## src/hdl/base64_decoder_alt_alphabet_unit_defines.svh

```systemverilog
// Assertion macros shared by the base64 decoder RTL.
`ifndef BASE64_DECODER_ALT_ALPHABET_UNIT_DEFINES_SVH
`define BASE64_DECODER_ALT_ALPHABET_UNIT_DEFINES_SVH

// Checks that a property holds at every rising clock edge outside reset.
`define B64ALT_ASSERT(label, prop, msg) \
   label: assert property (@(posedge clock) disable iff (reset) (prop)) else $error(msg);

// Checks that the consequent holds in the cycle after the antecedent.
`define B64ALT_ASSERT_NEXT(label, ante, cons, msg) \
   label: assert property (@(posedge clock) disable iff (reset) (ante) |=> (cons)) \
      else $error(msg);

`endif

```

## src/hdl/b64alt_pkg.sv

```systemverilog
// Types, constants and the symbol decode and total clamp functions of the base64 decoder.
`default_nettype none
package b64alt_pkg;

   localparam int COUNT_BITS = 16;
   localparam int CHAR_BITS = 16;
   localparam int BYTE_BITS = 8;
   localparam int TOTAL_BITS = 16;
   localparam int SYM_BITS = 6;
   localparam int ACC_BITS = 12;
   localparam int PHASE_BITS = 2;

   localparam logic [CHAR_BITS-1:0] CHAR_NUL = 16'h0000;
   localparam logic [CHAR_BITS-1:0] CHAR_PAD = 16'h003D;
   localparam logic [CHAR_BITS-1:0] CHAR_UP_A = 16'h0041;
   localparam logic [CHAR_BITS-1:0] CHAR_UP_Z = 16'h005A;
   localparam logic [CHAR_BITS-1:0] CHAR_LO_A = 16'h0061;
   localparam logic [CHAR_BITS-1:0] CHAR_LO_Z = 16'h007A;
   localparam logic [CHAR_BITS-1:0] CHAR_ZERO = 16'h0030;
   localparam logic [CHAR_BITS-1:0] CHAR_NINE = 16'h0039;
   localparam logic [CHAR_BITS-1:0] CHAR_PLUS = 16'h002B;
   localparam logic [CHAR_BITS-1:0] CHAR_BANG = 16'h0021;
   localparam logic [CHAR_BITS-1:0] CHAR_SLASH = 16'h002F;
   localparam logic [CHAR_BITS-1:0] CHAR_STAR = 16'h002A;

   localparam logic [SYM_BITS-1:0] SYM_LO_BASE = 6'd26;
   localparam logic [SYM_BITS-1:0] SYM_DIGIT_BASE = 6'd52;
   localparam logic [SYM_BITS-1:0] SYM_62 = 6'd62;
   localparam logic [SYM_BITS-1:0] SYM_63 = 6'd63;

   localparam logic [PHASE_BITS-1:0] PHASE_FIRST = 2'd0;
   localparam logic [PHASE_BITS-1:0] PHASE_SECOND = 2'd1;
   localparam logic [PHASE_BITS-1:0] PHASE_THIRD = 2'd2;
   localparam logic [PHASE_BITS-1:0] PHASE_FOURTH = 2'd3;

   localparam logic [COUNT_BITS-1:0] COUNT_MAX = {COUNT_BITS{1'b1}};

   typedef struct packed {
      logic                  is_symbol;
      logic [SYM_BITS-1:0]   value;
   } symbol_type;

   typedef struct packed {
      logic                  valid;
      logic [BYTE_BITS-1:0]  out_byte;
      logic                  is_end;
      logic [TOTAL_BITS-1:0] total_bytes;
   } result_type;

   // Maps a character code to its six-bit symbol value.
   function automatic symbol_type decode_symbol(input logic [CHAR_BITS-1:0] c);
      symbol_type s;
      logic [CHAR_BITS-1:0] d;
      s = '{is_symbol: 1'b1, value: '0};
      d = '0;
      case (c) inside
         [CHAR_UP_A:CHAR_UP_Z]: begin
            d = c - CHAR_UP_A;
            s.value = d[SYM_BITS-1:0];
         end
         [CHAR_LO_A:CHAR_LO_Z]: begin
            d = c - CHAR_LO_A;
            s.value = d[SYM_BITS-1:0] + SYM_LO_BASE;
         end
         [CHAR_ZERO:CHAR_NINE]: begin
            d = c - CHAR_ZERO;
            s.value = d[SYM_BITS-1:0] + SYM_DIGIT_BASE;
         end
         CHAR_PLUS, CHAR_BANG: s.value = SYM_62;
         CHAR_SLASH, CHAR_STAR: s.value = SYM_63;
         default: s.is_symbol = 1'b0;
      endcase
      return s;
   endfunction

   // Clamps the running byte count to the width of the total field.
   function automatic logic [TOTAL_BITS-1:0] clamp_total(input logic [COUNT_BITS-1:0] n);
      logic [63:0] wide;
      wide = 64'(n);
      if (wide > 64'({TOTAL_BITS{1'b1}})) begin
         return {TOTAL_BITS{1'b1}};
      end
      return wide[TOTAL_BITS-1:0];
   endfunction

endpackage
`default_nettype wire

```

## src/hdl/b64alt_core.sv

```systemverilog
// Decode state and per-word result logic of the base64 decoder.
`default_nettype none
module b64alt_core
   import b64alt_pkg::*;
(
   input  wire logic                 clock,
   input  wire logic                 reset,
   input  wire logic                 step,
   input  wire logic [CHAR_BITS-1:0] char_code,
   output result_type                result
);

   logic [ACC_BITS-1:0]   acc_ff, acc_in;
   logic [PHASE_BITS-1:0] phase_ff, phase_in;
   logic [COUNT_BITS-1:0] count_ff, count_in;

   symbol_type          sym;
   logic                is_term;
   logic [ACC_BITS-1:0] acc_next;

   assign sym = decode_symbol(char_code);
   assign is_term = (char_code == CHAR_NUL) || (char_code == CHAR_PAD);
   assign acc_next = {acc_ff[ACC_BITS-SYM_BITS-1:0], sym.value};

   always_comb begin
      acc_in = acc_ff;
      phase_in = phase_ff;
      count_in = count_ff;
      result = '0;
      if (is_term) begin
         result.valid = 1'b1;
         result.is_end = 1'b1;
         result.total_bytes = clamp_total(count_ff);
         acc_in = '0;
         phase_in = PHASE_FIRST;
         count_in = '0;
      end else if (sym.is_symbol) begin
         acc_in = acc_next;
         phase_in = phase_ff + 2'd1;
         if (phase_ff != PHASE_FIRST) begin
            result.valid = 1'b1;
            if (count_ff != COUNT_MAX) begin
               count_in = count_ff + 1'b1;
            end
         end
         // The byte sits lower in the accumulator as the group fills.
         case (phase_ff)
            PHASE_SECOND: result.out_byte = acc_next[11:4];
            PHASE_THIRD: result.out_byte = acc_next[9:2];
            PHASE_FOURTH: result.out_byte = acc_next[7:0];
            default: result.out_byte = '0;
         endcase
         if (phase_ff == PHASE_FIRST) begin
            result.out_byte = '0;
         end
      end
   end

   always_ff @(posedge clock) begin
      if (reset) begin
         acc_ff <= '0;
         phase_ff <= PHASE_FIRST;
         count_ff <= '0;
      end else if (step) begin
         acc_ff <= acc_in;
         phase_ff <= phase_in;
         count_ff <= count_in;
      end
   end

endmodule
`default_nettype wire

```

## src/hdl/base64_decoder_alt_alphabet_unit.sv

```systemverilog
// Top level of the base64 decoder: input register, decode core, result register.
//
//   channel | direction | handshake           | payload
//   req     | in        | req_valid/req_stall | req_char_code
//   rsp     | out       | rsp_valid/rsp_stall | rsp_out_byte, rsp_is_end, rsp_total_bytes
//
// One word is taken every cycle while req_stall is low; a word that yields a result
// passes through the input register and the result register before it is offered.
// Reset is synchronous and clears the decode state and both valid flags.
// A stalled result holds the input register only when it holds a word; stall on the
// result side reaches req_stall in the same cycle.
`default_nettype none
`include "base64_decoder_alt_alphabet_unit_defines.svh"
module base64_decoder_alt_alphabet_unit
   import b64alt_pkg::*;
(
   input  wire logic                  clock,
   input  wire logic                  reset,
   input  wire logic                  req_valid,
   output logic                       req_stall,
   input  wire logic [CHAR_BITS-1:0]  req_char_code,
   output logic                       rsp_valid,
   input  wire logic                  rsp_stall,
   output logic [BYTE_BITS-1:0]       rsp_out_byte,
   output logic                       rsp_is_end,
   output logic [TOTAL_BITS-1:0]      rsp_total_bytes
);

   logic                 in_valid_ff, in_valid_in;
   logic [CHAR_BITS-1:0] in_char_ff;
   logic                 out_valid_ff, out_valid_in;
   result_type           out_ff;
   result_type           core_result;
   logic                 out_open;
   logic                 step;
   logic                 req_take;

   assign out_open = !out_valid_ff || !rsp_stall;
   assign step = in_valid_ff && out_open;
   assign req_stall = in_valid_ff && !out_open;
   assign req_take = req_valid && !req_stall;

   b64alt_core u_core (
      .clock     (clock),
      .reset     (reset),
      .step      (step),
      .char_code (in_char_ff),
      .result    (core_result)
   );

   always_comb begin
      in_valid_in = in_valid_ff;
      if (req_take) begin
         in_valid_in = 1'b1;
      end else if (step) begin
         in_valid_in = 1'b0;
      end
      out_valid_in = out_valid_ff;
      if (out_open) begin
         out_valid_in = step && core_result.valid;
      end
   end

   always_ff @(posedge clock) begin
      if (reset) begin
         in_valid_ff <= 1'b0;
         out_valid_ff <= 1'b0;
      end else begin
         in_valid_ff <= in_valid_in;
         out_valid_ff <= out_valid_in;
      end
   end

   always_ff @(posedge clock) begin
      if (req_take) begin
         in_char_ff <= req_char_code;
      end
      if (step && core_result.valid) begin
         out_ff <= core_result;
      end
   end

   assign rsp_valid = out_valid_ff;
   assign rsp_out_byte = out_ff.out_byte;
   assign rsp_is_end = out_ff.is_end;
   assign rsp_total_bytes = out_ff.total_bytes;

   `B64ALT_ASSERT(a_stall_needs_word, !req_stall || in_valid_ff, "stall without a held word")
   `B64ALT_ASSERT(a_byte_has_no_total,
      !(rsp_valid && !rsp_is_end) || rsp_total_bytes == '0, "decoded byte carries a total")
   `B64ALT_ASSERT(a_end_has_no_byte,
      !(rsp_valid && rsp_is_end) || rsp_out_byte == '0, "end marker carries a byte")
   `B64ALT_ASSERT_NEXT(a_result_held, rsp_valid && rsp_stall,
      rsp_valid && $stable(out_ff), "stalled result changed")

endmodule
`default_nettype wire

```

## config.mk

```make
export PLATFORM = sky130hd
export DESIGN_NAME = base64_decoder_alt_alphabet_unit
export DESIGN_NICKNAME = d
export VERILOG_FILES = /design/src/hdl/b64alt_pkg.sv /design/src/hdl/b64alt_core.sv /design/src/hdl/base64_decoder_alt_alphabet_unit.sv
export VERILOG_INCLUDE_DIRS = /design/src /design/src/hdl
export SDC_FILE = /design/constraint.sdc
export NUM_CORES = 1
export LEC_CHECK = 0
export BUFFER_PORTS_ARGS = -buffer_cell sky130_fd_sc_hd__clkbuf_2
export CAP_MARGIN = 20
export CELL_PAD_IN_SITES_DETAIL_PLACEMENT = 1
export CELL_PAD_IN_SITES_GLOBAL_PLACEMENT = 1
export CORE_ASPECT_RATIO = 2
export CORE_MARGIN = 1.5
export CORE_UTILIZATION = 45
export DETAILED_ROUTE_END_ITERATION = 10
export PLACE_DENSITY_LB_ADDON = 0.1
export SETUP_SLACK_MARGIN = 0.4
export SYNTH_ARGS = -nofsm -noshare
export SYNTH_HDL_FRONTEND = slang
export SYNTH_SLANG_ARGS = --single-unit
```

## constraint.sdc

```tcl
create_clock -name clock -period 5.1 [get_ports clock]
set_input_delay 0.255 -clock clock [delete_from_list [all_inputs] [get_ports clock]]
set_output_delay 0.255 -clock clock [all_outputs]
set_load 0.03 [all_outputs]
```

Word level (Yosys, flattened, before mapping)
Cells that the tools add are included.
{"block": "totals", "ff_bits": 67, "out_inout_bits": 27}
{"block": "classes", "n_addsub": 7, "magnitude_cmp": 6, "n_eq_ne": 9, "muxes": 26, "bitwise": 1, "reduce_logical": 25}
{"cell": "== test 16 x 6 -> 1 bit (second input constant)", "n": 5}
{"cell": "two-way mux 16 bit", "n": 4}
{"cell": "two-way mux 6 bit", "n": 7}
{"cell": ">= comparator 16 x 7 -> 1 bit (second input constant)", "n": 2}
{"cell": "<= comparator 16 x 7 -> 1 bit (second input constant)", "n": 2}
{"cell": "one-hot mux 8 bit (3 select lines)", "n": 1}
{"cell": "two-way mux 17 bit", "n": 1}
{"cell": "adder 16 x 1 -> 16 bit (second input constant)", "n": 1}
{"cell": ">= comparator 16 x 6 -> 1 bit (second input constant)", "n": 1}
{"cell": "<= comparator 16 x 6 -> 1 bit (second input constant)", "n": 1}
{"cell": "zero test 16 bit", "n": 1}
{"cell": "!= test 16 bit (second input constant)", "n": 1}
{"cell": "subtractor 6 bit (second input constant)", "n": 2}
{"cell": "nonzero test 2 bit", "n": 5}
{"cell": "two-way mux 1 bit", "n": 9}
{"cell": "two-way mux 9 bit", "n": 1}
{"cell": "two-way mux 8 bit", "n": 1}
{"cell": "logical AND 1 bit", "n": 7}
{"cell": "adder 6 x 5 -> 6 bit (second input constant)", "n": 1}
{"cell": "adder 6 bit (second input constant)", "n": 1}
{"cell": "subtractor 6 x 1 -> 6 bit (second input constant)", "n": 1}
{"cell": "== test 2 bit (second input constant)", "n": 2}
{"cell": "zero test 1 bit", "n": 4}
{"cell": "two-way mux 2 bit", "n": 2}
{"cell": "9 further kinds", "n": 11}

Longest topological paths before layout
{"block": "logic_depth", "depth_word": 12, "mapped_depth": 12, "depth_no_buf": 9}

Modules after synthesis
A second synthesis with hierarchy kept.
{"block": "unflattened", "cells_unflattened": 329, "hier_area_um2": 3425.8}
{"module": "b64alt_core", "instances": 1, "cells_per_inst": 276, "area_per_inst_um2": 2100.8, "seq_area_each_um2": 480.5}
{"module": "base64_decoder_alt_alphabet_unit", "instances": 1, "cells_per_inst": 53, "area_per_inst_um2": 1325.0, "seq_area_each_um2": 1271.2}

Least setup slack after synthesis
OpenSTA, ideal clock, no wires.
{"block": "synth_path", "path_type": "reg-to-reg", "startpoint": "register in_char_ff[2]", "endpoint": "register out_ff, in the netlist rsp_is_end, enable pin", "setup_ps": 407, "arrival_time_ps": 3556, "t_required_ps": 4693, "path_slack_ps": 1138, "path_stages_with_launch": 13, "synth_period_minus_slack_ps": 3962, "path_cell_list": "edfxtp_1 > clkbuf_1 > inv_1 > ha_1 > a21o_1 > and3_1 > clkbuf_1 > or4_1 > clkbuf_2 > and3_2 > nor2_1 > nor2_1 > nor2_1"}
{"block": "synth_via", "elab_chain_len": 10, "elab_cells_between_ends": 26, "classes_between": "order compare: 6; eq/ne: 5; mux: 7; reduce/logical: 8"}
{"element": "start: declaration", "line": "base64_decoder_alt_alphabet_unit.sv:30", "rtl": "logic [CHAR_BITS-1:0] in_char_ff;"}
{"element": "start signal: assignment", "line": "base64_decoder_alt_alphabet_unit.sv:76", "rtl": "in_char_ff <= req_char_code;"}
{"element": "parallel branches: the longest is 8 deep, another holds >= comparator 16 x 6 -> 1 bit"}
{"element": "two-way mux 1 bit *", "line": "b64alt_core.sv:30", "rtl": "if (is_term) begin"}
{"element": "logical AND 1 bit *", "line": "base64_decoder_alt_alphabet_unit.sv:78", "rtl": "if (step && core_result.valid) begin"}
{"element": "end signal: assignment", "line": "base64_decoder_alt_alphabet_unit.sv:79", "rtl": "out_ff <= core_result;"}
{"element": "end: declaration", "line": "base64_decoder_alt_alphabet_unit.sv:32", "rtl": "result_type out_ff;"}
Mark *: on every way between the ends.
A chain may end at the register's enable or synchronous reset.

Worst setup path after layout
{"block": "layout_path", "startpoint": "register in_char_ff[2]", "endpoint": "register out_ff, in the netlist rsp_total_bytes[11], enable pin"}
Same word-level chain as after synthesis.

==> results.toml <==
[run_status]
status = "finished, final reports clean"

[grt]
antenna_found_initial = 0
grt.busiest_layer = "met2"
grt_overflow = 0
grt_use_met1 = 0.200
grt_util_met3 = 0.0395
grt_usage = 0.241
grt_max_degree = 26
first_global_vias = 3145
grt_pass1_wl_mm = 15.0
use_met2 = 0.485

[die]
initial_core_util = 0.464
fp.coreArea_um2 = 7600
die_h_um = 128
rows = 45
dieArea_um2 = 8410
dieWidth_um = 65.6
pin_count = 47

[setup_path]
crit_fanout = 25
r2r_slack_ps = 1690
r2r_cells = 10
startpoint_type = "flip-flop"
required_ps = 5100
r2r_start = "in_char_ff[2]$_DFFE_PP_"
critPathCaptureType = "flip-flop"
critical_path_class = "flip-flop to flip-flop"
r2r-end = "rsp_total_bytes[11]$_SDFFCE_PP0P_"
critPathArrivalTime_ps = 3410

[layout]
final_core_util = 0.547
final_common_cell = "clkbuf_2"
stdcell_count = 493
layout-drive-gt1-share = 0.203
diodes = 0
seq_area_um2 = 1750
area_growth_pct = 17.8
multi_input_area_um2 = 1670
final_cell_mix = "clkbuf_2, edfxtp_1, nand2_1, dfxtp_1, a21oi_1"
nFillCells = 870
num-nets-final = 428

[routing]
drt_first_pass_iters = 4
drtIter0Drc = 168
via_count = 2909
vias_per_cell = 5.90
drt-total-wl_mm = 9.44
antenna_left = 0
wl_per_cell_um = 19.2
drc_errors = 0

[clocking]
post_cts_buffers = 0
clk_pin_slew_ps = 50
clock_latency_ps = 330
cts_max_level = 3
numCtsBuffers = 9
cts_resized = 0
cts_num_sinks = 67
root_buffer = "clkbuf_16"
postCtsHoldBufs = 0
cts_buffer_depth = 2
cts_tree = "yes"

[logic_synthesis]
ys_seq_elements = 67
syn_inst = 346
yosysTopAreaCell = "edfxtp_1"
ys_seq_area_frac = 0.496
synth_edf_count = 41
synthArstFlopShare = 0
yosysUniqueCellTypes = 58
synth_top_area_share = 0.349
ys_warn_count = 0
netlist_area_um2 = 3530
syn-num-nets = 380
synth_area_leaders = "edfxtp_1, dfxtp_1, ha_1"
ys.flop_type = "edfxtp_1"
synth_area_per_cell_um2 = 10.2

[placement]
finalWeightedCongestion = 0.967
place_hpwl_mm = 7.45
place_ws_ps = 1710
post-place-cells = 477
io_buffers = 46

[power]
vdd_drop_max_mv = 0.233
power_density_nw_per_um2 = 305
cellLeakagePower_nw = 1.49

[worst_hold_path]
holdPathEnd = "in_char_ff[1]$_DFFE_PP_"
hp-class = "input pin to flip-flop"
worstHoldStart = "req_char_code[1]"
hold_depth = 1

[sta]
skew_ps = 7.45
max_freq_mhz = 293
worst_pin_slew_ps = 972
post-route-min-period_ps = 3410
relSlewSlack = 0.346
hold_ws_ps = 95.2
setup_ws_ps = 1690
grt_setup_unrepaired = "false"
finalMaxSlewViolations = 0
tns_ps = 0
fin_crit_sh = 0.669
finalSetupViolations = 0
finalHoldViolations = 0

[flow_run]
drv_cap = 0
metal layers:
| layer | up-vias | wire [um] | share of wire |
|---|---|---|---|
| met5 | - | 0 | 0 |
| met4 | 0 | 482 | 0.051 |
| met3 | 29 | 241 | 0.026 |
| met2 | 68 | 5670 | 0.60 |
| met1 | 1411 | 3050 | 0.32 |
| li1 | 1401 | - | - |
worst max-delay path, stage by stage (launching register included):
cell	delay, ps
edfxtp_1	570
inv_1	150
ha_1	290
a21o_1	230
and3_1	230
or4_1	650
and3_2	250
nor2_1	200
nor2_1	80
nor2_2	100
buf_4	320
power breakdown:
part           switching (mW)  leakage (nW)  total, mW  internal [mW]
clock network           0.229         0.148      0.620          0.391
logic                  0.0361         0.766     0.0574         0.0213
registers              0.0112         0.572      0.591          0.580
total                   0.276          1.49       1.27          0.992
cells by family (layout without fill, tap and decap cells):
logic type               Yosys count  after routing  synth area share
AND/OR/NAND/NOR                  138            138             0.230
adder cells (fa/ha/maj)           14             14            0.0496
XOR/XNOR                          11             11            0.0273
AO/OA/AOI/OAI                     88             88             0.166
flip-flops                        67             67             0.496
buffers and inverters             28             81            0.0305
per-stage QoR:
step / cell area [um^2] / total power, mW
global route: 4160 / 1.31
CTS: 4160 / 1.28
floorplan: 3530 / 0.634
finish: 4160 / 1.27
detailed placement: 3850 / 0.660
global placement: 3850 / 0.659
synthesized netlist by cell type, types with 3 or more instances:
library cell / number
inv_1: 16
a21o_1: 3
xor2_1: 3
or3_1: 9
o21ai_0: 19
xnor2_1: 8
nor3_1: 5
edfxtp_1: 41
nor2b_1: 6
o211ai_1: 4
nand4_1: 6
and4_1: 4
nand2_1: 26
nor2_1: 16
buf_1: 3
and2_1: 19
o21ai_1: 3
a22oi_1: 6
nor4_1: 6
a31oi_1: 4
o2111ai_1: 3
dfxtp_1: 26
clkbuf_1: 7
ha_1: 14
a41oi_1: 3
nand3_1: 14
a21oi_1: 24
nand2b_1: 5
and3_1: 6
sequential cells by signal, summed over array words and instances, names as in the netlist:
| signal | cells |
|---|---|
| rsp_valid | 1 |
| in_char_ff | 16 |
| rsp_out_byte | 8 |
| u_core.phase_ff | 2 |
| rsp_total_bytes | 16 |
| in_valid_ff | 1 |
| rsp_is_end | 1 |
| u_core.count_ff | 16 |
| u_core.acc_ff | 6 |
how the worst max path moves through the flow:
stage | start | endpoint | slack (ps) | cells past startpoint
finish | in_char_ff[2]$_DFFE_PP_ | rsp_total_bytes[11]$_SDFFCE_PP0P_ | 1690 | 10
global route | in_char_ff[2]$_DFFE_PP_ | rsp_out_byte[0]$_SDFFCE_PP0P_ | 1470 | 10
CTS | in_char_ff[2]$_DFFE_PP_ | rsp_total_bytes[11]$_SDFFCE_PP0P_ | 1700 | 10
detailed placement | in_char_ff[2]$_DFFE_PP_ | rsp_out_byte[6]$_SDFFCE_PP0P_ | 1710 | 10
global placement | in_char_ff[3]$_DFFE_PP_ | rsp_out_byte[0]$_SDFFCE_PP0P_ | 1770 | 8
floorplan | in_char_ff[2]$_DFFE_PP_ | rsp_is_end$_DFFE_PP_ | 1140 | 12
final cells by class:
| cell class | instances | share of cell area |
|---|---|---|
| Timing Repair Buffer | 49 | 0.0608 |
| Clock inverter | 6 | 0.0156 |
| Clock buffer | 10 | 0.0575 |
| Sequential cell | 67 | 0.421 |
| Tap cell | 94 | 0.0283 |
| Multi-Input combinational cell | 251 | 0.402 |
| Inverter | 16 | 0.0144 |
(Power assumes the default switching activity.)
